===== src/design/png_pkg.sv =====
// ----------------------------------------------------------------------------
// png_pkg
// shared types and constants of the pink noise generator
// ----------------------------------------------------------------------------
package png_pkg;

   localparam int INDEX_W  = 6;
   localparam int SAMPLE_W = 16;
   localparam int BYTE_W   = 8;

   localparam logic FUNC_GENERATE = 1'b0;
   localparam logic FUNC_WRITE    = 1'b1;

   localparam logic SEL_UPPER = 1'b0;
   localparam logic SEL_LOWER = 1'b1;

   localparam logic [31:0] LFSR_SEED   = 32'h5EED41F5;
   localparam logic [31:0] LFSR_TAPS   = 32'h46000001;
   localparam logic [15:0] OCTAVE_INIT = 16'h0CCC;
   localparam logic [15:0] COUNT_INIT  = 16'h0AAA;
   localparam logic [BYTE_W-1:0] HELD_INIT  = 8'h80;
   localparam logic [BYTE_W-1:0] PWM_OFFSET = 8'h80;

   // table indexes taken from the twelve low bits of the next lfsr word
   typedef struct packed {
      logic [INDEX_W-1:0] upper_idx;
      logic [INDEX_W-1:0] lower_idx;
   } png_draw_type;

endpackage


===== src/design/pink_noise_generator.sv =====
// ----------------------------------------------------------------------------
// pink_noise_generator
// twelve-octave pink noise source with fir correction and 8-bit error feedback
// ----------------------------------------------------------------------------
// a generate item goes through the table read register and the result register
// throughput: one item per cycle unless a result waits on rsp_tready;
// table reads sit behind one registered port; a table write item gives no result
// reset clears the noise state, the quantizer and both channels; the fir
// tables are not cleared and must be written before use
module pink_noise_generator #(
   parameter int FIR_TABLE_DEPTH = 64,
   parameter int OCTAVES         = 12
) (
   input  logic        clock,
   input  logic        reset,
   input  logic        req_tvalid,
   output logic        req_tready,
   input  logic [23:0] req_tdata,  // table_index[5:0], table_value[21:6], zero[23:22]
   input  logic [1:0]  req_tuser,  // func[0], table_select[1]
   output logic        rsp_tvalid,
   input  logic        rsp_tready,
   output logic [23:0] rsp_tdata   // pwm_level[7:0], raw_sample[23:8]
);
   import png_pkg::*;

   localparam int ADDR_W = $clog2(FIR_TABLE_DEPTH);

   logic                gen_acc;
   logic                wr_acc;
   logic                s1_advance;
   png_draw_type        draw_next;
   logic [SAMPLE_W-1:0] running_sum;
   logic [INDEX_W-1:0]  wr_idx;
   logic                wr_ok;
   logic                upper_ok, lower_ok;

   logic [SAMPLE_W-1:0] upper_fir_ff [FIR_TABLE_DEPTH];
   logic [SAMPLE_W-1:0] lower_fir_ff [FIR_TABLE_DEPTH];
   logic [SAMPLE_W-1:0] upper_rd_ff, lower_rd_ff;
   logic                upper_ok_ff, lower_ok_ff;

   logic                s1_valid_ff, s1_valid_in;
   logic                rsp_valid_ff, rsp_valid_in;
   logic [BYTE_W-1:0]   held_byte_ff, held_byte_in;
   logic [BYTE_W-1:0]   carry_error_ff, carry_error_in;
   logic [23:0]         rsp_data_ff, rsp_data_in;
   logic [SAMPLE_W-1:0] sum;
   logic [SAMPLE_W-1:0] quant;

   assign req_tready = !s1_valid_ff || !rsp_valid_ff || rsp_tready;
   assign gen_acc    = req_tvalid && req_tready && (req_tuser[0] == FUNC_GENERATE);
   assign wr_acc     = req_tvalid && req_tready && (req_tuser[0] == FUNC_WRITE);
   assign s1_advance = s1_valid_ff && (!rsp_valid_ff || rsp_tready);

   assign wr_idx   = req_tdata[5:0];
   assign wr_ok    = 32'(wr_idx) < FIR_TABLE_DEPTH;
   assign upper_ok = 32'(draw_next.upper_idx) < FIR_TABLE_DEPTH;
   assign lower_ok = 32'(draw_next.lower_idx) < FIR_TABLE_DEPTH;

   png_octave_core #(
      .OCTAVES(OCTAVES)
   ) u_core (
      .clock      (clock),
      .reset      (reset),
      .step       (gen_acc),
      .draw_next  (draw_next),
      .running_sum(running_sum)
   );

   // fir tables
   always_ff @(posedge clock) begin
      if (wr_acc && wr_ok) begin
         if (req_tuser[1] == SEL_LOWER) begin
            lower_fir_ff[ADDR_W'(wr_idx)] <= req_tdata[21:6];
         end else begin
            upper_fir_ff[ADDR_W'(wr_idx)] <= req_tdata[21:6];
         end
      end
   end

   always_ff @(posedge clock) begin
      if (gen_acc) begin
         upper_rd_ff <= upper_fir_ff[ADDR_W'(draw_next.upper_idx)];
         lower_rd_ff <= lower_fir_ff[ADDR_W'(draw_next.lower_idx)];
         upper_ok_ff <= upper_ok;
         lower_ok_ff <= lower_ok;
      end
   end

   // sum and quantizer
   always_comb begin
      sum = running_sum + (upper_ok_ff ? upper_rd_ff : '0) + (lower_ok_ff ? lower_rd_ff : '0);
      quant = sum + SAMPLE_W'(carry_error_ff);

      s1_valid_in    = s1_valid_ff;
      rsp_valid_in   = rsp_valid_ff;
      held_byte_in   = held_byte_ff;
      carry_error_in = carry_error_ff;
      rsp_data_in    = rsp_data_ff;

      if (rsp_tready) begin
         rsp_valid_in = 1'b0;
      end
      if (s1_advance) begin
         s1_valid_in    = 1'b0;
         rsp_valid_in   = 1'b1;
         held_byte_in   = quant[15:8];
         carry_error_in = quant[7:0];
         rsp_data_in    = {sum, held_byte_ff + PWM_OFFSET};
      end
      if (gen_acc) begin
         s1_valid_in = 1'b1;
      end
   end

   always_ff @(posedge clock) begin
      if (reset) begin
         s1_valid_ff    <= 1'b0;
         rsp_valid_ff   <= 1'b0;
         held_byte_ff   <= HELD_INIT;
         carry_error_ff <= '0;
      end else begin
         s1_valid_ff    <= s1_valid_in;
         rsp_valid_ff   <= rsp_valid_in;
         held_byte_ff   <= held_byte_in;
         carry_error_ff <= carry_error_in;
      end
   end

   always_ff @(posedge clock) begin
      rsp_data_ff <= rsp_data_in;
   end

   assign rsp_tvalid = rsp_valid_ff;
   assign rsp_tdata  = rsp_data_ff;

endmodule


===== src/design/png_octave_core.sv =====
// ----------------------------------------------------------------------------
// png_octave_core
// lfsr, octave counter, rise/fall words and running sum of the noise source
// ----------------------------------------------------------------------------
module png_octave_core #(
   parameter int OCTAVES = 12
) (
   input  logic                 clock,
   input  logic                 reset,
   input  logic                 step,
   output png_pkg::png_draw_type draw_next,
   output logic [15:0]          running_sum
);
   import png_pkg::*;

   logic [31:0]         noise_shift_ff, noise_shift_in;
   logic [OCTAVES-1:0]  octave_count_ff, octave_count_in;
   logic [OCTAVES-1:0]  rise_bits_ff, rise_bits_in;
   logic [OCTAVES-1:0]  fall_bits_ff, fall_bits_in;
   logic [SAMPLE_W-1:0] running_sum_ff, running_sum_in;
   logic [OCTAVES-1:0]  lowest_bit;
   logic [OCTAVES-1:0]  sel;
   logic [OCTAVES-1:0]  rnd;

   always_comb begin
      rnd            = {OCTAVES{noise_shift_ff[31]}};
      noise_shift_in = {noise_shift_ff[30:0], 1'b0} ^ (noise_shift_ff[31] ? LFSR_TAPS : '0);
      octave_count_in = octave_count_ff + OCTAVES'(1);
      lowest_bit      = octave_count_in & (~octave_count_in + OCTAVES'(1));
      for (int i = 0; i < OCTAVES; i++) begin
         sel[i] = lowest_bit[OCTAVES-1-i];
      end
      fall_bits_in   = (fall_bits_ff & ~sel) | (rise_bits_ff & sel);
      rise_bits_in   = rise_bits_ff ^ (rnd & sel);
      running_sum_in = running_sum_ff + SAMPLE_W'(rise_bits_in) - SAMPLE_W'(fall_bits_in);
   end

   assign draw_next.upper_idx = noise_shift_in[11:6];
   assign draw_next.lower_idx = noise_shift_in[5:0];
   assign running_sum         = running_sum_ff;

   always_ff @(posedge clock) begin
      if (reset) begin
         noise_shift_ff  <= LFSR_SEED;
         octave_count_ff <= OCTAVES'(COUNT_INIT);
         rise_bits_ff    <= OCTAVES'(OCTAVE_INIT);
         fall_bits_ff    <= OCTAVES'(OCTAVE_INIT);
         running_sum_ff  <= '0;
      end else if (step) begin
         noise_shift_ff  <= noise_shift_in;
         octave_count_ff <= octave_count_in;
         rise_bits_ff    <= rise_bits_in;
         fall_bits_ff    <= fall_bits_in;
         running_sum_ff  <= running_sum_in;
      end
   end

endmodule


===== config.mk =====
export PLATFORM = sky130hd
export DESIGN_NAME = pink_noise_generator
export DESIGN_NICKNAME = d
export VERILOG_FILES = /design/src/design/png_pkg.sv /design/src/design/pink_noise_generator.sv /design/src/design/png_octave_core.sv
export SDC_FILE = /design/constraint.sdc
export NUM_CORES = 2
export LEC_CHECK = 0
export BUFFER_PORTS_ARGS = -buffer_cell sky130_fd_sc_hd__buf_2
export CAP_MARGIN = 20
export CELL_PAD_IN_SITES_DETAIL_PLACEMENT = 0
export CELL_PAD_IN_SITES_GLOBAL_PLACEMENT = 1
export CORE_ASPECT_RATIO = 1.1
export CORE_MARGIN = 5
export CORE_UTILIZATION = 40
export DETAILED_ROUTE_END_ITERATION = 12
export GPL_ROUTABILITY_DRIVEN = 1
export PLACE_DENSITY_LB_ADDON = 0.12
export SLEW_MARGIN = 20
export SYNTH_ARGS = -nofsm -noshare
export SYNTH_HDL_FRONTEND = slang
export SYNTH_SLANG_ARGS = --single-unit

===== constraint.sdc =====
create_clock -name clock -period 10.2 [get_ports clock]
set_input_delay 2.04 -clock clock [delete_from_list [all_inputs] [get_ports clock]]
set_output_delay 2.04 -clock clock [all_outputs]
set_load 0.02 [all_outputs]

### Yosys cells after proc, flatten, opt, wreduce, memory -nomap -nowiden

Memory sizes are Yosys's and may differ from the RTL's. A register that Yosys moved wholly into a read port is not among the register bits.
Cells that the tools add are included.

* logic and storage cells: 52
* memories kept: 2
* input port bits: 30
* RAM bits: 2048
* register bits: 126

* add/sub/neg operators: 8
* muxes and demuxes: 11
* bitwise operators: 10
* reduce and logical (&&, ||, !) cells: 11

Memories
* lower_fir_ff: words 64, bits a word 16, rd ports 1, clocked after memory_dff 1, write ports 1, RTL line pink_noise_generator.sv:38 `logic [SAMPLE_W-1:0] lower_fir_ff [FIR_TABLE_DEPTH];`
* upper_fir_ff: words 64, bits a word 16, rd ports 1, clocked after memory_dff 1, write ports 1, RTL line pink_noise_generator.sv:37 `logic [SAMPLE_W-1:0] upper_fir_ff [FIR_TABLE_DEPTH];`

Operators with widths (count)
* $and 12x12->12: 4
* $add 16x16->16: 2
* $xor 32x32->32: 1
* $mux 31: 1
* $add 12x1->12 const B: 2
* $not 12->12: 2
* $add 16x12->16: 1
* $add 16x8->16: 1
* $sub 16x12->16: 1
* $or 12x12->12: 1
* $xor 12x12->12: 1
* $mux 1: 10
* $add 8x8->8 const B: 1
* $logic_and 1x1->1: 4
* $reduce_bool 2->1: 2
* $logic_or 1x1->1: 3
* $logic_not 1->1: 2
* $not 1->1: 1

### Longest topological paths before layout

* depth after elaboration: 8
* depth in mapped cells: 20

### Modules after synthesis

Synthesis repeated with hierarchy kept, for this count alone.

* cells, all modules: 3940
* area total of the unflattened synthesis: 86953.4 um^2

Modules (own cells, without submodules)
* pink_noise_generator: times used 1, cells an instance 3346, seq. area each 63540.9 um^2, area each 81804.7 um^2
* png_octave_core: times used 1, cells an instance 594, seq. area each 1681.6 um^2, area each 5148.7 um^2

### Worst setup path after synthesis

OpenSTA, ideal clock, no wires.

* path type: input -> register
* from: input rsp_tready
* to: register lower_rd_ff[0], read port of lower_fir_ff (enable)
* cell stages on the path: 7
* path slack: 5.381 ns
* path buffers: 3
* library setup time: 0.409 ns
* data required time: 9.791 ns
* data arrival time: 4.410 ns
* cell sequence: nand3b_1 -> nand2_1 -> or2_2 -> inv_1 -> clkbuf_1 -> clkbuf_1 -> clkbuf_1

* word-level cells in the longest chain between the ends: 3

RTL lines
* start: declaration: RTL line pink_noise_generator.sv:21 `input logic rsp_tready,`
* $logic_or 1x1->1: RTL line pink_noise_generator.sv:50 `assign req_tready = !s1_valid_ff || !rsp_valid_ff || rsp_tready;`
* $logic_and 1x1->1 (2 in a row): RTL line pink_noise_generator.sv:51 `assign gen_acc = req_tvalid && req_tready && (req_tuser[0] == FUNC_GENERATE);`
* named net gen_acc: RTL line pink_noise_generator.sv:28 `logic gen_acc;`
* end: declaration: RTL line pink_noise_generator.sv:39 `logic [SAMPLE_W-1:0] upper_rd_ff, lower_rd_ff;`

The timed path passes the listed nets, and every way through them passes these cells.
A chain may end at the register's enable or synchronous reset.

### Worst setup path after layout

* from: register u_core.octave_count_ff[0]
* to: register u_core.running_sum_ff[14] (netlist: u_core.running_sum[14])

* word-level cells in the longest chain between the ends: 8
* elaborated cells on any way between the ends: 12
* those cells by class: add/sub: 4; bitwise: 8

RTL lines
* start: declaration: RTL line png_octave_core.sv:17 `logic [OCTAVES-1:0] octave_count_ff, octave_count_in;`
* start signal: assignment: RTL line png_octave_core.sv:45 `octave_count_ff <= OCTAVES'(COUNT_INIT);`
* start signal: assignment: RTL line png_octave_core.sv:51 `octave_count_ff <= octave_count_in;`
* $add 12x1->12 (*): RTL line png_octave_core.sv:28 `octave_count_in = octave_count_ff + OCTAVES'(1);`
* $not 12->12: RTL line png_octave_core.sv:29 `lowest_bit = octave_count_in & (~octave_count_in + OCTAVES'(1));`
* $add 12x1->12: RTL line png_octave_core.sv:29
* $and 12x12->12 (*): RTL line png_octave_core.sv:29
* $not 12->12: RTL line png_octave_core.sv:33 `fall_bits_in = (fall_bits_ff & ~sel) | (rise_bits_ff & sel);`
* $and 12x12->12: RTL line png_octave_core.sv:33
* $or 12x12->12 (*): RTL line png_octave_core.sv:33
* named net u_core.fall_bits_in[0]: RTL line png_octave_core.sv:19 `logic [OCTAVES-1:0] fall_bits_ff, fall_bits_in;`
* $sub 16x12->16 (*): RTL line png_octave_core.sv:35 `running_sum_in = running_sum_ff + SAMPLE_W'(rise_bits_in) - SAMPLE_W'(fall_bits_in);`
* end signal: assignment: RTL line png_octave_core.sv:54 `running_sum_ff <= running_sum_in;`
* end: declaration: RTL line png_octave_core.sv:20 `logic [SAMPLE_W-1:0] running_sum_ff, running_sum_in;`

Mark *: on every way through the listed nets, which the timed path passes. The rest lies on a longest branch.

==> results_dict.tcl <==
set metrics [dict create \
    grt_first_pass_wirelength_um 303000 \
    fin_nets 4240 \
    yosysSeqAreaShare 0.754 \
    clockRootBuffer "clkbuf_16" \
    synth_top_family_by_area "multiplexers" \
    synthMuxAreaShare 0.177 \
    period_share 0.559 \
    power_density_mw_per_mm2 200 \
    drt-pass1-iter-count 5 \
    cp_num_buf_inv 2 \
    final_cells 7215 \
    synth-simple-area-share 0.0252 \
    tritoncts "built" \
    cp_top_family "compound AO/OA/AOI/OAI gates" \
    cp_max_fo 11 \
    grt_pass1_vias 40600 \
    synth_xor_area_frac 0.00699 \
    irDropWorstVdd_uv 175 \
    place_congestion 0.750 \
    max_cap_viol_count 0 \
    synth_fp_nets 4014 \
    yosysMostFrequentCell "edfxtp_1" \
    cp-start-kind "register" \
    reg2reg_to "u_core.running_sum[14]" \
    period_needed_ns 5.70 \
    floorplan.initialDensity 0.401 \
    maxSlewHeadroom 0.238 \
    seq_power_share 0.515 \
    crit_path_end_kind "register" \
    power.switching_mw 4.49 \
    clock_skew_ns 0.0302 \
    ff2ff_setup_slack_ns 4.50 \
    tns_ns 0 \
    ys_top_cells_by_count "edfxtp_1, mux4_2, nor2_1, nand2_1, clkbuf_1" \
    drtIter0Drc 3687 \
    yosys-top-cells-area "edfxtp_1, mux4_2, dfxtp_1" \
    outcome "finished clean" \
    grt_max_degree 125 \
    p_sw_frac 0.229 \
    drv_slew 0 \
    synthFlopType "edfxtp_1" \
    crit_top_cell "ha_1" \
    synth-compound-area-share 0.0122 \
    antenna_found_initial 33 \
    num_rows 179 \
    cts_htree_levels 4 \
    final_hold_viol_count 0 \
    cts.clk_slew.worst_paths_ns 0.06 \
    synthCells 3914 \
    regToRegStartpoint "u_core.octave_count_ff[0]" \
    avgSynthCellArea_um2 22.1 \
    ios 56 \
    whs_path_depth 0 \
    routed_wl_um 211000 \
    numCtsBuffers 226 \
    synthAdderAreaFrac 0.0126 \
    synth.top_cell.area_share 0.731 \
    vias 39600 \
    fp.coreArea_mm2 0.216 \
    yosysTopAreaCell "edfxtp_1" \
    async_flop_share 0 \
    io_buffers 53 \
    ys_seq_elements 2206 \
    insertion_delay_ns 0.85 \
    hp-class "reg2reg" \
    slowest_delay_ns 0.55 \
    viasPerCell 5.48 \
    worst_pin_slew_ns 1.14 \
    setup_viol 0 \
    area_growth_pct 13.2 \
    wl_per_cell_um 29.2 \
    die_w_um 453 \
    cts_setup_buffers 0 \
    yosysWarnings 0 \
    drc_errors 0 \
    drive_gt1_frac 0.297 \
    fmax_ghz 0.175 \
    critical_path_arrival_ns 6.43 \
    slowest_stage "nor4_1" \
    dp_cells 6807 \
    internal_power_mw 15.1 \
    hold_buffers 0 \
    grt_setup_unrepaired "no" \
    synth-edff-count 2104 \
    worstSetupPathType "reg2reg" \
    dp_slack_ns 4.37 \
    hp-start "held_byte_ff[5]" \
    grt-ovfl-total 0 \
    whs_endpoint "rsp_tdata[5]" \
    dp_hpwl_um 122000 \
    ctsResizeCount 0 \
    synth_cell_types 62 \
    ant_nets 0 \
    p_comb_frac 0.087 \
    p_leak_nw 30.6 \
    cts_buffer_depth 3 \
    cp.required_ns 10.93 \
    synthesis.area_mm2 0.0865 \
    die-area_mm2 0.226 \
    r2r.worst_path.cells 20 \
    die_h_um 498 \
    clkPwrFrac 0.398 \
    cts.sinks 2206 \
    crit_path_cell_trace "ha_1, nand3_1, nor4_1, mux2i_1, a32oi_1, nor3b_2, mux2_2, ha_1, inv_1, ha_1, inv_1, fa_1, nor2b_1, o21ai_0, a21boi_0, o211ai_1, a211oi_1, nor3_1, o21a_1, o31a_1" \
    worst_slack_ns 4.50 \
    grt.total_usage 0.187 \
]
-- flip-flops by register name, summed over array words and instances (netlist names) --
name,cells
u_core.rise_bits_ff,12
rsp_tdata,24
u_core.noise_shift_ff,32
lower_rd_ff,16
carry_error_ff,8
u_core.fall_bits_ff,12
upper_rd_ff,16
lower_fir_ff,1024
upper_fir_ff,1024
u_core.octave_count_ff,12
held_byte_ff,8
s1_valid_ff,1
u_core.running_sum,16
rsp_tvalid,1
-- worst max-delay path by stage --
| stage | start | end | slack (ns) | cells past startpoint |
|---|---|---|---|---|
| final | u_core.octave_count_ff[0] | u_core.running_sum[14] | 4.50 | 20 |
| after global placement | u_core.octave_count_ff[0] | u_core.running_sum[15] | 4.33 | 18 |
| after detailed placement | u_core.octave_count_ff[0] | u_core.running_sum[15] | 4.37 | 18 |
| after global routing | u_core.octave_count_ff[0] | u_core.running_sum[14] | 3.87 | 20 |
| after CTS | u_core.octave_count_ff[0] | u_core.running_sum[15] | 4.34 | 18 |
| after floorplan | rsp_tready | lower_rd_ff[0] | 5.38 | 7 |
-- cell type report --
cell class	count	area [um^2]
Clock inverter	113	931
Multi-Input combinational cell	1459	20400
Antenna cell	3	7.51
Clock buffer	291	5960
Fill cell	18000	118000
Tap cell	2896	3620
Inverter	35	134
Sequential cell	2206	65300
Timing Repair Buffer	212	1570
-- worst register-to-register path, stage by stage (launching register included) --
cell and delay [ns]:
dfxtp_1 0.54, ha_1 0.28, nand3_1 0.22, nor4_1 0.55, mux2i_1 0.24, a32oi_1 0.11, nor3b_2 0.45, mux2_2 0.41
ha_1 0.27, inv_1 0.06, ha_1 0.18, inv_1 0.07, fa_1 0.46, nor2b_1 0.12, o21ai_0 0.11, a21boi_0 0.33
o211ai_1 0.23, a211oi_1 0.40, nor3_1 0.15, o21a_1 0.19, o31a_1 0.22
-- per-stage QoR --
step | hold WS, ns | area, um^2 | utilization | total power, mW
6_report | 0.429 | 97900 | 0.454 | 19.6
2_1_floorplan | 0.409 | 86500 | - | 11.3
3_3_place_gp | 0.412 | 91000 | 0.422 | 12.0
4_1_cts | 0.430 | 97900 | 0.454 | 19.9
3_5_place_dp | 0.415 | 91000 | 0.422 | 12.0
5_1_grt | 0.449 | 97900 | 0.454 | 20.4
-- cells in the final DEF (no fill, tap or decap), types with 16 or more instances in the layout --
cell type,synthesis,routed
nor2_1,189,109
a211oi_1,17,17
o21ai_0,26,26
xnor2_1,52,52
clkinv_2,0,27
clkinv_1,0,57
nor3_1,16,16
a21oi_1,66,66
xor2_1,17,17
clkbuf_1,133,62
nand3b_1,25,25
mux4_2,672,672
nor2_2,0,75
inv_1,35,34
buf_2,54,36
dfxtp_1,102,93
buf_4,1,170
nand3_1,22,22
clkbuf_16,0,229
or3_1,23,23
nand2_1,134,134
fa_1,29,29
edfxtp_1,2104,2104
ha_1,41,41
-- routing by layer --
| layer | up-vias | global-route usage | wire, um |
|---|---|---|---|
| met3 | 260 | 0.0351 | 11200 |
| met5 | - | 0.00578 | 210 |
| met4 | 6 | 0.0451 | 4750 |
| li1 | 16800 | - | - |
| met2 | 980 | 0.292 | 99700 |
| met1 | 21500 | 0.274 | 94800 |
-- cells by family after synthesis --
family,Yosys count
AOI/OAI and AO/OA,164
buffers and inverters,249
muxes,685
xor gates and xnor gates,69
DFF,2206
and+or+nand+nor,471
adders and majority gates,70
-- power by group through the flow --
stage	logic, mW	registers [mW]	clock network [mW]
finish	1.71	10.1	7.81
global route	1.86	10.1	8.40
CTS	1.74	10.1	8.02
detailed placement	1.74	10.3	0
global placement	1.73	10.3	0
floorplan	1.10	10.2	0
Note: power is estimated with default switching activity, not from simulation.
